==> config.mk <==
export PLATFORM = sky130hd
export DESIGN_NAME = stepped_fan_duty_controller_top
export DESIGN_NICKNAME = d
export VERILOG_FILES = /design/src/rtl/core/sfdc_pkg.sv /design/src/rtl/core/sfdc_cfg_regs.sv /design/src/rtl/core/sfdc_level_map.sv /design/src/rtl/core/stepped_fan_duty_controller_top.sv
export SDC_FILE = /design/constraint.sdc
export NUM_CORES = 1
export LEC_CHECK = 0
export BUFFER_PORTS_ARGS = -buffer_cell sky130_fd_sc_hd__buf_2
export CAP_MARGIN = 20
export CORE_MARGIN = 1
export CORE_UTILIZATION = 40
export DETAILED_ROUTE_END_ITERATION = 6
export GPL_ROUTABILITY_DRIVEN = 0
export MAX_ROUTING_LAYER = met4
export PLACE_DENSITY = 0.64
export SLEW_MARGIN = 20
export SYNTH_ARGS = -nofsm -noshare
export SYNTH_HDL_FRONTEND = slang
export SYNTH_SLANG_ARGS = --single-unit
==> constraint.sdc <==
create_clock -name clk -period 14.7 [get_ports clk]
set_input_delay 0.735 -clock clk [delete_from_list [all_inputs] [get_ports clk]]
set_output_delay 0.735 -clock clk [all_outputs]
set_load 0.01 [all_outputs]
==> src/rtl/core/sfdc_pkg.sv <==
// Package for the stepped fan duty controller.
// Holds the configuration types, register indexes, duty level tables and PWM constants.
// No dependencies; every file of the controller imports it.
package sfdc_pkg;

	// Widths of the configuration registers and the stream fields.
	localparam int TEMP_W   = 12;
	localparam int DEG_W    = 7;
	localparam int BAND_W   = 5;
	localparam int HOLD_W   = 8;
	localparam int PCT_W    = 7;
	localparam int CFG_IDX_W  = 3;
	localparam int CFG_DATA_W = 8;
	localparam int TDATA_W  = 16;

	// Number of equal bands that start at the minimum temperature.
	localparam int NUM_BANDS = 6;

	// Timer top at which the compare value saturates.
	localparam int PWM_TOP = 79;

	// Duty levels: off, six bands, full.
	localparam int LEVEL_W = 3;
	localparam int NUM_LEVELS = 8;
	localparam logic [LEVEL_W-1:0] LEVEL_OFF  = 3'd0;
	localparam logic [LEVEL_W-1:0] LEVEL_GAP  = 3'd6;
	localparam logic [LEVEL_W-1:0] LEVEL_FULL = 3'd7;

	// Duty percentage of each level.
	localparam logic [PCT_W-1:0] LEVEL_PCT [NUM_LEVELS] = '{
		7'd0, 7'd20, 7'd30, 7'd50, 7'd70, 7'd80, 7'd90, 7'd100
	};

	// floor(pct * 55 / 100) for each level, the compare value before the offset.
	localparam logic [PCT_W-1:0] LEVEL_SCALED [NUM_LEVELS] = '{
		7'd0, 7'd11, 7'd16, 7'd27, 7'd38, 7'd44, 7'd49, 7'd55
	};

	// Configuration register indexes.
	typedef enum logic [CFG_IDX_W-1:0] {
		CFG_MIN_TEMP     = 3'd0,
		CFG_MAX_TEMP     = 3'd1,
		CFG_BAND_WIDTH   = 3'd2,
		CFG_HOLD_SAMPLES = 3'd3,
		CFG_MIN_DUTY     = 3'd4
	} cfg_idx_t;

	// Current configuration as seen by the datapath.
	typedef struct packed {
		logic [DEG_W-1:0]  min_temp;
		logic [DEG_W-1:0]  max_temp;
		logic [BAND_W-1:0] band_width;
		logic [HOLD_W-1:0] hold_samples;
		logic [PCT_W-1:0]  min_duty;
	} cfg_t;

endpackage

==> src/rtl/core/sfdc_cfg_regs.sv <==
// Configuration register file of the stepped fan duty controller.
// Depends on sfdc_pkg for the register indexes and the cfg_t struct.
module sfdc_cfg_regs (
	input  logic                          clk,
	input  logic                          arst_n,
	input  logic                          cfg_we,
	input  logic [sfdc_pkg::CFG_IDX_W-1:0]  cfg_index,
	input  logic [sfdc_pkg::CFG_DATA_W-1:0] cfg_data,
	output sfdc_pkg::cfg_t                cfg
);
	import sfdc_pkg::*;

	cfg_t cfg_q;

	// Register writes; an index beyond the list is ignored.
	always_ff @(posedge clk or negedge arst_n) begin
		if (!arst_n) begin
			cfg_q.min_temp     <= 7'd27;
			cfg_q.max_temp     <= 7'd40;
			cfg_q.band_width   <= 5'd2;
			cfg_q.hold_samples <= 8'd10;
			cfg_q.min_duty     <= 7'd0;
		end else if (cfg_we) begin
			case (cfg_idx_t'(cfg_index))
				CFG_MIN_TEMP:     cfg_q.min_temp     <= cfg_data[DEG_W-1:0];
				CFG_MAX_TEMP:     cfg_q.max_temp     <= cfg_data[DEG_W-1:0];
				CFG_BAND_WIDTH:   cfg_q.band_width   <= cfg_data[BAND_W-1:0];
				CFG_HOLD_SAMPLES: cfg_q.hold_samples <= cfg_data[HOLD_W-1:0];
				CFG_MIN_DUTY:     cfg_q.min_duty     <= cfg_data[PCT_W-1:0];
				default: ;
			endcase
		end
	end

	assign cfg = cfg_q;

endmodule

==> src/rtl/core/sfdc_level_map.sv <==
// Maps one temperature sample to its stepped duty level.
// Depends on sfdc_pkg for widths, level codes and the cfg_t struct.
module sfdc_level_map (
	input  logic signed [sfdc_pkg::TEMP_W-1:0] temp,
	input  sfdc_pkg::cfg_t                     cfg,
	output logic [sfdc_pkg::LEVEL_W-1:0]       level
);
	import sfdc_pkg::*;

	localparam int CMP_W = 14;

	logic signed [CMP_W-1:0] t_ext;
	logic signed [CMP_W-1:0] lo;
	logic signed [CMP_W-1:0] hi;
	logic signed [CMP_W-1:0] bw;
	logic signed [CMP_W-1:0] th [NUM_BANDS+1];

	// Thresholds in 1/16 degree units: whole degrees shifted up by four.
	always_comb begin
		t_ext = CMP_W'(temp);
		lo    = $signed({3'b000, cfg.min_temp, 4'b0000});
		hi    = $signed({3'b000, cfg.max_temp, 4'b0000});
		bw    = $signed({5'b00000, cfg.band_width, 4'b0000});
		for (int p = 0; p <= NUM_BANDS; p++) begin
			th[p] = lo + CMP_W'(bw * p);
		end
	end

	// Full at or above the maximum, off below the minimum, else the first
	// band that holds the sample; past the last band the duty stays at 90.
	always_comb begin
		level = LEVEL_GAP;
		for (int p = NUM_BANDS - 1; p >= 0; p--) begin
			if (t_ext >= th[p] && t_ext < th[p+1]) begin
				level = LEVEL_W'(p + 1);
			end
		end
		if (t_ext < lo) begin
			level = LEVEL_OFF;
		end
		if (t_ext >= hi) begin
			level = LEVEL_FULL;
		end
	end

endmodule

==> src/rtl/core/stepped_fan_duty_controller_top.sv <==
// Stepped fan duty controller, top level.
// An accepted sample reaches the output as a result item through the input register
// and the result register.
// Throughput: one sample per cycle while the receiver takes the results; the duty state
// updates as a sample moves from the input register into the result register.
// Reset (arst_n low, asynchronous): duty off, hold counter zero, fans off,
// registers at their defaults, both stages empty.
module stepped_fan_duty_controller_top (
	input  logic                            clk,
	input  logic                            arst_n,
	// Configuration write port.
	input  logic                            cfg_we,
	input  logic [sfdc_pkg::CFG_IDX_W-1:0]  cfg_index,
	input  logic [sfdc_pkg::CFG_DATA_W-1:0] cfg_data,
	// Sample stream.
	input  logic                            s_axis_tvalid,
	output logic                            s_axis_tready,
	input  logic [sfdc_pkg::TDATA_W-1:0]    s_axis_tdata,  // [11:0] temp_sample, [15:12] zero
	// Result stream.
	output logic                            m_axis_tvalid,
	input  logic                            m_axis_tready,
	output logic [sfdc_pkg::TDATA_W-1:0]    m_axis_tdata   // [6:0] duty_percent,
	                                                      // [13:7] pwm_compare,
	                                                      // [14] fan_enable, [15] kick_start
);
	import sfdc_pkg::*;

	cfg_t cfg;

	logic                      valid_s1;
	logic signed [TEMP_W-1:0]  temp_s1;
	logic                      valid_s2;
	logic [PCT_W-1:0]          duty_s2;
	logic [PCT_W-1:0]          cmp_s2;
	logic                      on_s2;
	logic                      kick_s2;

	logic [LEVEL_W-1:0]        level_q;
	logic [HOLD_W-1:0]         hold_cnt_q;
	logic                      fans_on_q;

	logic                      advance;
	logic [LEVEL_W-1:0]        new_level;
	logic [LEVEL_W-1:0]        next_level;
	logic [HOLD_W-1:0]         next_cnt;
	logic [HOLD_W-1:0]         cmp_sum;
	logic [HOLD_W-1:0]         cmp_sat;
	logic                      next_on;

	sfdc_cfg_regs u_cfg (
		.clk       (clk),
		.arst_n    (arst_n),
		.cfg_we    (cfg_we),
		.cfg_index (cfg_index),
		.cfg_data  (cfg_data),
		.cfg       (cfg)
	);

	sfdc_level_map u_map (
		.temp  (temp_s1),
		.cfg   (cfg),
		.level (new_level)
	);

	// Handshake: the first stage moves on when the result register is empty or its item is taken.
	assign advance       = valid_s1 && (!valid_s2 || m_axis_tready);
	assign s_axis_tready = !valid_s1 || advance;

	// Input register.
	always_ff @(posedge clk or negedge arst_n) begin
		if (!arst_n) begin
			valid_s1 <= 1'b0;
		end else if (s_axis_tvalid && s_axis_tready) begin
			valid_s1 <= 1'b1;
		end else if (advance) begin
			valid_s1 <= 1'b0;
		end
	end

	always_ff @(posedge clk) begin
		if (s_axis_tvalid && s_axis_tready) begin
			temp_s1 <= $signed(s_axis_tdata[TEMP_W-1:0]);
		end
	end

	// Hold logic: a rise takes effect at once, a drop only after the hold
	// counter runs out. Compare value is the scaled duty plus offset, saturated; zero when off.
	always_comb begin
		if (new_level < level_q) begin
			next_cnt   = hold_cnt_q - 1'b1;
			next_level = level_q;
		end else begin
			next_cnt   = cfg.hold_samples;
			next_level = new_level;
		end
		if (next_cnt == '0) begin
			next_cnt   = cfg.hold_samples;
			next_level = new_level;
		end
		cmp_sum = {1'b0, LEVEL_SCALED[next_level]} + {1'b0, cfg.min_duty};
		if (next_level == LEVEL_OFF) begin
			cmp_sat = '0;
		end else if (cmp_sum > HOLD_W'(PWM_TOP)) begin
			cmp_sat = HOLD_W'(PWM_TOP);
		end else begin
			cmp_sat = cmp_sum;
		end
		next_on = (cmp_sat != '0);
	end

	// Duty state.
	always_ff @(posedge clk or negedge arst_n) begin
		if (!arst_n) begin
			level_q    <= LEVEL_OFF;
			hold_cnt_q <= '0;
			fans_on_q  <= 1'b0;
		end else if (advance) begin
			level_q    <= next_level;
			hold_cnt_q <= next_cnt;
			fans_on_q  <= next_on;
		end
	end

	// Result register.
	always_ff @(posedge clk or negedge arst_n) begin
		if (!arst_n) begin
			valid_s2 <= 1'b0;
		end else if (advance) begin
			valid_s2 <= 1'b1;
		end else if (m_axis_tready) begin
			valid_s2 <= 1'b0;
		end
	end

	always_ff @(posedge clk) begin
		if (advance) begin
			duty_s2 <= LEVEL_PCT[next_level];
			cmp_s2  <= cmp_sat[PCT_W-1:0];
			on_s2   <= next_on;
			kick_s2 <= next_on && !fans_on_q;
		end
	end

	assign m_axis_tvalid = valid_s2;
	assign m_axis_tdata  = {kick_s2, on_s2, cmp_s2, duty_s2};

endmodule

==> out/metrics.yaml <==
grt.overflow.total: 0
design_area_sq_um: 6800
rsz0062_at_grt: "no"
cts_buffers: 9
synth.distinct_cells: 71
cts_tree: "built"
final-hold-violation-count: 0
slowest_delay_ps: 710
portBuffers: 44
pwr_density_cell_nw_per_um2: 210
crit_family: "compound AO/OA/AOI/OAI gates"
cp_data_required_time_ps: 14760
worst_ep_arrival_time_ps: 9140
cts-hold-fix-buffers: 0
grt_use_total: 0.194
synth_top_area_frac: 0.214
finClkSkew_ps: 4.41
path_buf_inv: 2
synthTopCellsByArea: "ha_1 21%, dfrtp_1 16%, edfxtp_1 13%"
ios: 50
ys.flop_type: "dfrtp_1"
initial_core_util: 0.417
drive_gt1_frac: 0.155
antenna_found_initial: 0
nets: 798
crit_slowest_cell: "dfstp_2"
core_sq_um: 14800
netlist_instances: 612
power_mw: 1.43
ys_warn_count: 0
hpwl_um: 10600
synth-seq-area-share: 0.329
synth_top_cell_by_area: "ha_1"
max-cap-violations: 0
clock_path_buffers: 2
wirelength_um: 13800
p_leak_nw: 3.18
cp_common_cell: "ha_1"
die_x_um: 126
cts_resized: 0
hold_slack_ps: 414
fin_util: 0.461
tns_ps: 0
hold_class: "in2async"
layout_min_cycle_time_ps: 9080
synth_area_sq_um: 6150
synth-edff-count: 27
numClockSinks: 75
wl_per_cell_um: 16.4
async_reset_ff_frac: 0.640
cp-start-kind: "register"
std_cell_rows: 44
end_kind: "register"
diodes: 0
drtIter0Drc: 293
ctsHtreeMaxLevel: 3
slew_headroom: 0.401
worst_pin_slew_ps: 892
vias_per_cell: 5.55
synth_area_per_cell_sq_um: 10.1
dieArea_sq_um: 15900
placedCellCount: 827
area_growth_pct: 10.5
setup_slack_ps: 5620
syn_nets: 756
fin_cells: 843
clkTransAtPathRegs_ps: 60
via_count: 4679
grt_pass1_vias: 4690
grt_max_degree: 49
crit_fanout: 11
grt_pass1_wl_um: 23600
final_max_slew_viol_count: 0
fmax_mhz: 110
ys_seq_elements: 75
insertion_delay_ps: 330
post_cts_buffers: 0
period_share: 0.618
placed_area_sq_um: 6530
status: "complete, no violations"
criticalPathCategory: "reg2reg"
dpl_worst_slack_ps: 5690
setup_viol: 0
cts_root_buf: "clkbuf_16"
drc_errors: 0
die_h_um: 126
peakVddDrop_v: 0.0000986
drtPass1Iterations: 5
drtAntennaViolNets: 0
[layout make-up]
| class | count | area (sq um) |
|---|---|---|
| multi-input cells | 469 | 3850 |
| clock buffers | 11 | 233 |
| clock inverters | 5 | 30.0 |
| well taps | 184 | 230 |
| inverters | 54 | 203 |
| flip-flops and latches | 75 | 2020 |
| repair buffers | 45 | 230 |
| fillers | 1377 | 7960 |
[placed cells by master, fill, tap and decap left out, types with 3 or more instances in the layout]
cell type  instances
ha_1             105
inv_1             53
a21oi_1           46
buf_2             43
nand2_1           39
dfrtp_1           39
o21ai_0           36
edfxtp_1          27
nor2_1            21
xnor2_1           21
a21o_1            20
mux2_2            19
xor2_1            15
o21bai_1          12
nor2b_1           11
nor3_1            10
clkbuf_16          9
dfstp_2            9
nand2b_1           8
fa_1               7
o21a_1             6
mux2i_1            6
nand3_1            5
a22oi_1            5
o21ai_1            4
and3_1             4
o22ai_1            4
a32oi_1            4
nand4_1            3
nor4_1             3
and2_1             3
a211oi_1           3
nand3b_1           3
a2bb2oi_1          3
a221oi_1           3
o2bb2ai_1          3
clkinv_2           3
[cell families (layout without fill, tap and decap cells)]
logic type,after synthesis,count (layout),share of synthesized area
fa+ha+maj,112,112,0.236
xor+xnor,36,36,0.0513
compound gates,172,172,0.189
other cells,1,1,0.000610
simple gates,121,121,0.0995
mux,27,27,0.0494
buf+inv,68,115,0.0456
flops,75,75,0.329
[final timing paths]
path	slack, ps	start	end	cells past startpoint
worst max-delay path	5620	u_cfg.cfg[16]	on_s2	35
worst min-delay path	410	arst_n	u_cfg.cfg[7]	1
worst max register to register	5620	u_cfg.cfg[16]	on_s2	35
worst min register to register	480	level_q[2]	level_q[2]	2
max in group asynchronous	13870	arst_n	u_cfg.cfg[19]	1
min in group clk	480	level_q[2]	level_q[2]	2
[report_power, final]
| group | switching [mW] | leakage (nW) | total (mW) | internal (mW) |
|---|---|---|---|---|
| clock network | 0.0841 | 0.125 | 0.197 | 0.113 |
| registers | 0.0528 | 0.825 | 0.350 | 0.297 |
| logic | 0.490 | 2.23 | 0.881 | 0.391 |
| total | 0.627 | 3.18 | 1.43 | 0.801 |
[per-layer routing]
metal | share of wire | vias up | global-route usage
met5 | 0 | - | -
met4 | 0.021 | 0 | 0.0581
li1 | - | 2305 | -
met3 | 0.036 | 23 | 0.0302
met2 | 0.49 | 109 | 0.325
met1 | 0.45 | 2242 | 0.241
[cell usage after synthesis (all sizes together), types with 2 or more instances]
library cell	n
nand2b	8
a221o	2
a32oi	4
nand3	5
a22oi	5
a211oi	3
xnor2	21
buf	7
nor4	3
a21o	20
dfrtp	39
o21a	6
a311oi	2
nand4	3
ha	105
xor2	15
clkbuf	7
a2111oi	2
nor2	21
o21ai	40
o22ai	4
nor3	10
edfxtp	27
mux2	21
nand2	40
nor2b	11
and2	3
a21boi	2
or3	3
a2bb2oi	3
a221oi	4
a21oi	46
dfstp	9
fa	7
o21bai	13
and3	5
mux2i	6
nand3b	3
inv	54
and4b	2
o2bb2ai	4
[sequential cells by signal (all words and copies together) (netlist names)]
name and cells:
kick_s2 1, level_q 3, hold_cnt_q 8, fans_on_q 1
valid_s1 1, temp_s1 12, m_axis_tvalid 1, cmp_s2 7
duty_s2 6, on_s2 1, u_cfg.cfg 34
[worst reg2reg max path, delay by kind of cell (launching register included)]
kind / cells / cell delay, ps
XOR/XNOR: 1 / 90
AND/OR/NAND/NOR: 4 / 550
adder cells (fa/ha/maj): 8 / 2490
AO/OA/AOI/OAI: 18 / 4030
flip-flops: 1 / 710
buffers and inverters: 2 / 310
multiplexers: 2 / 610
Power figures use the tool's default switching activity.
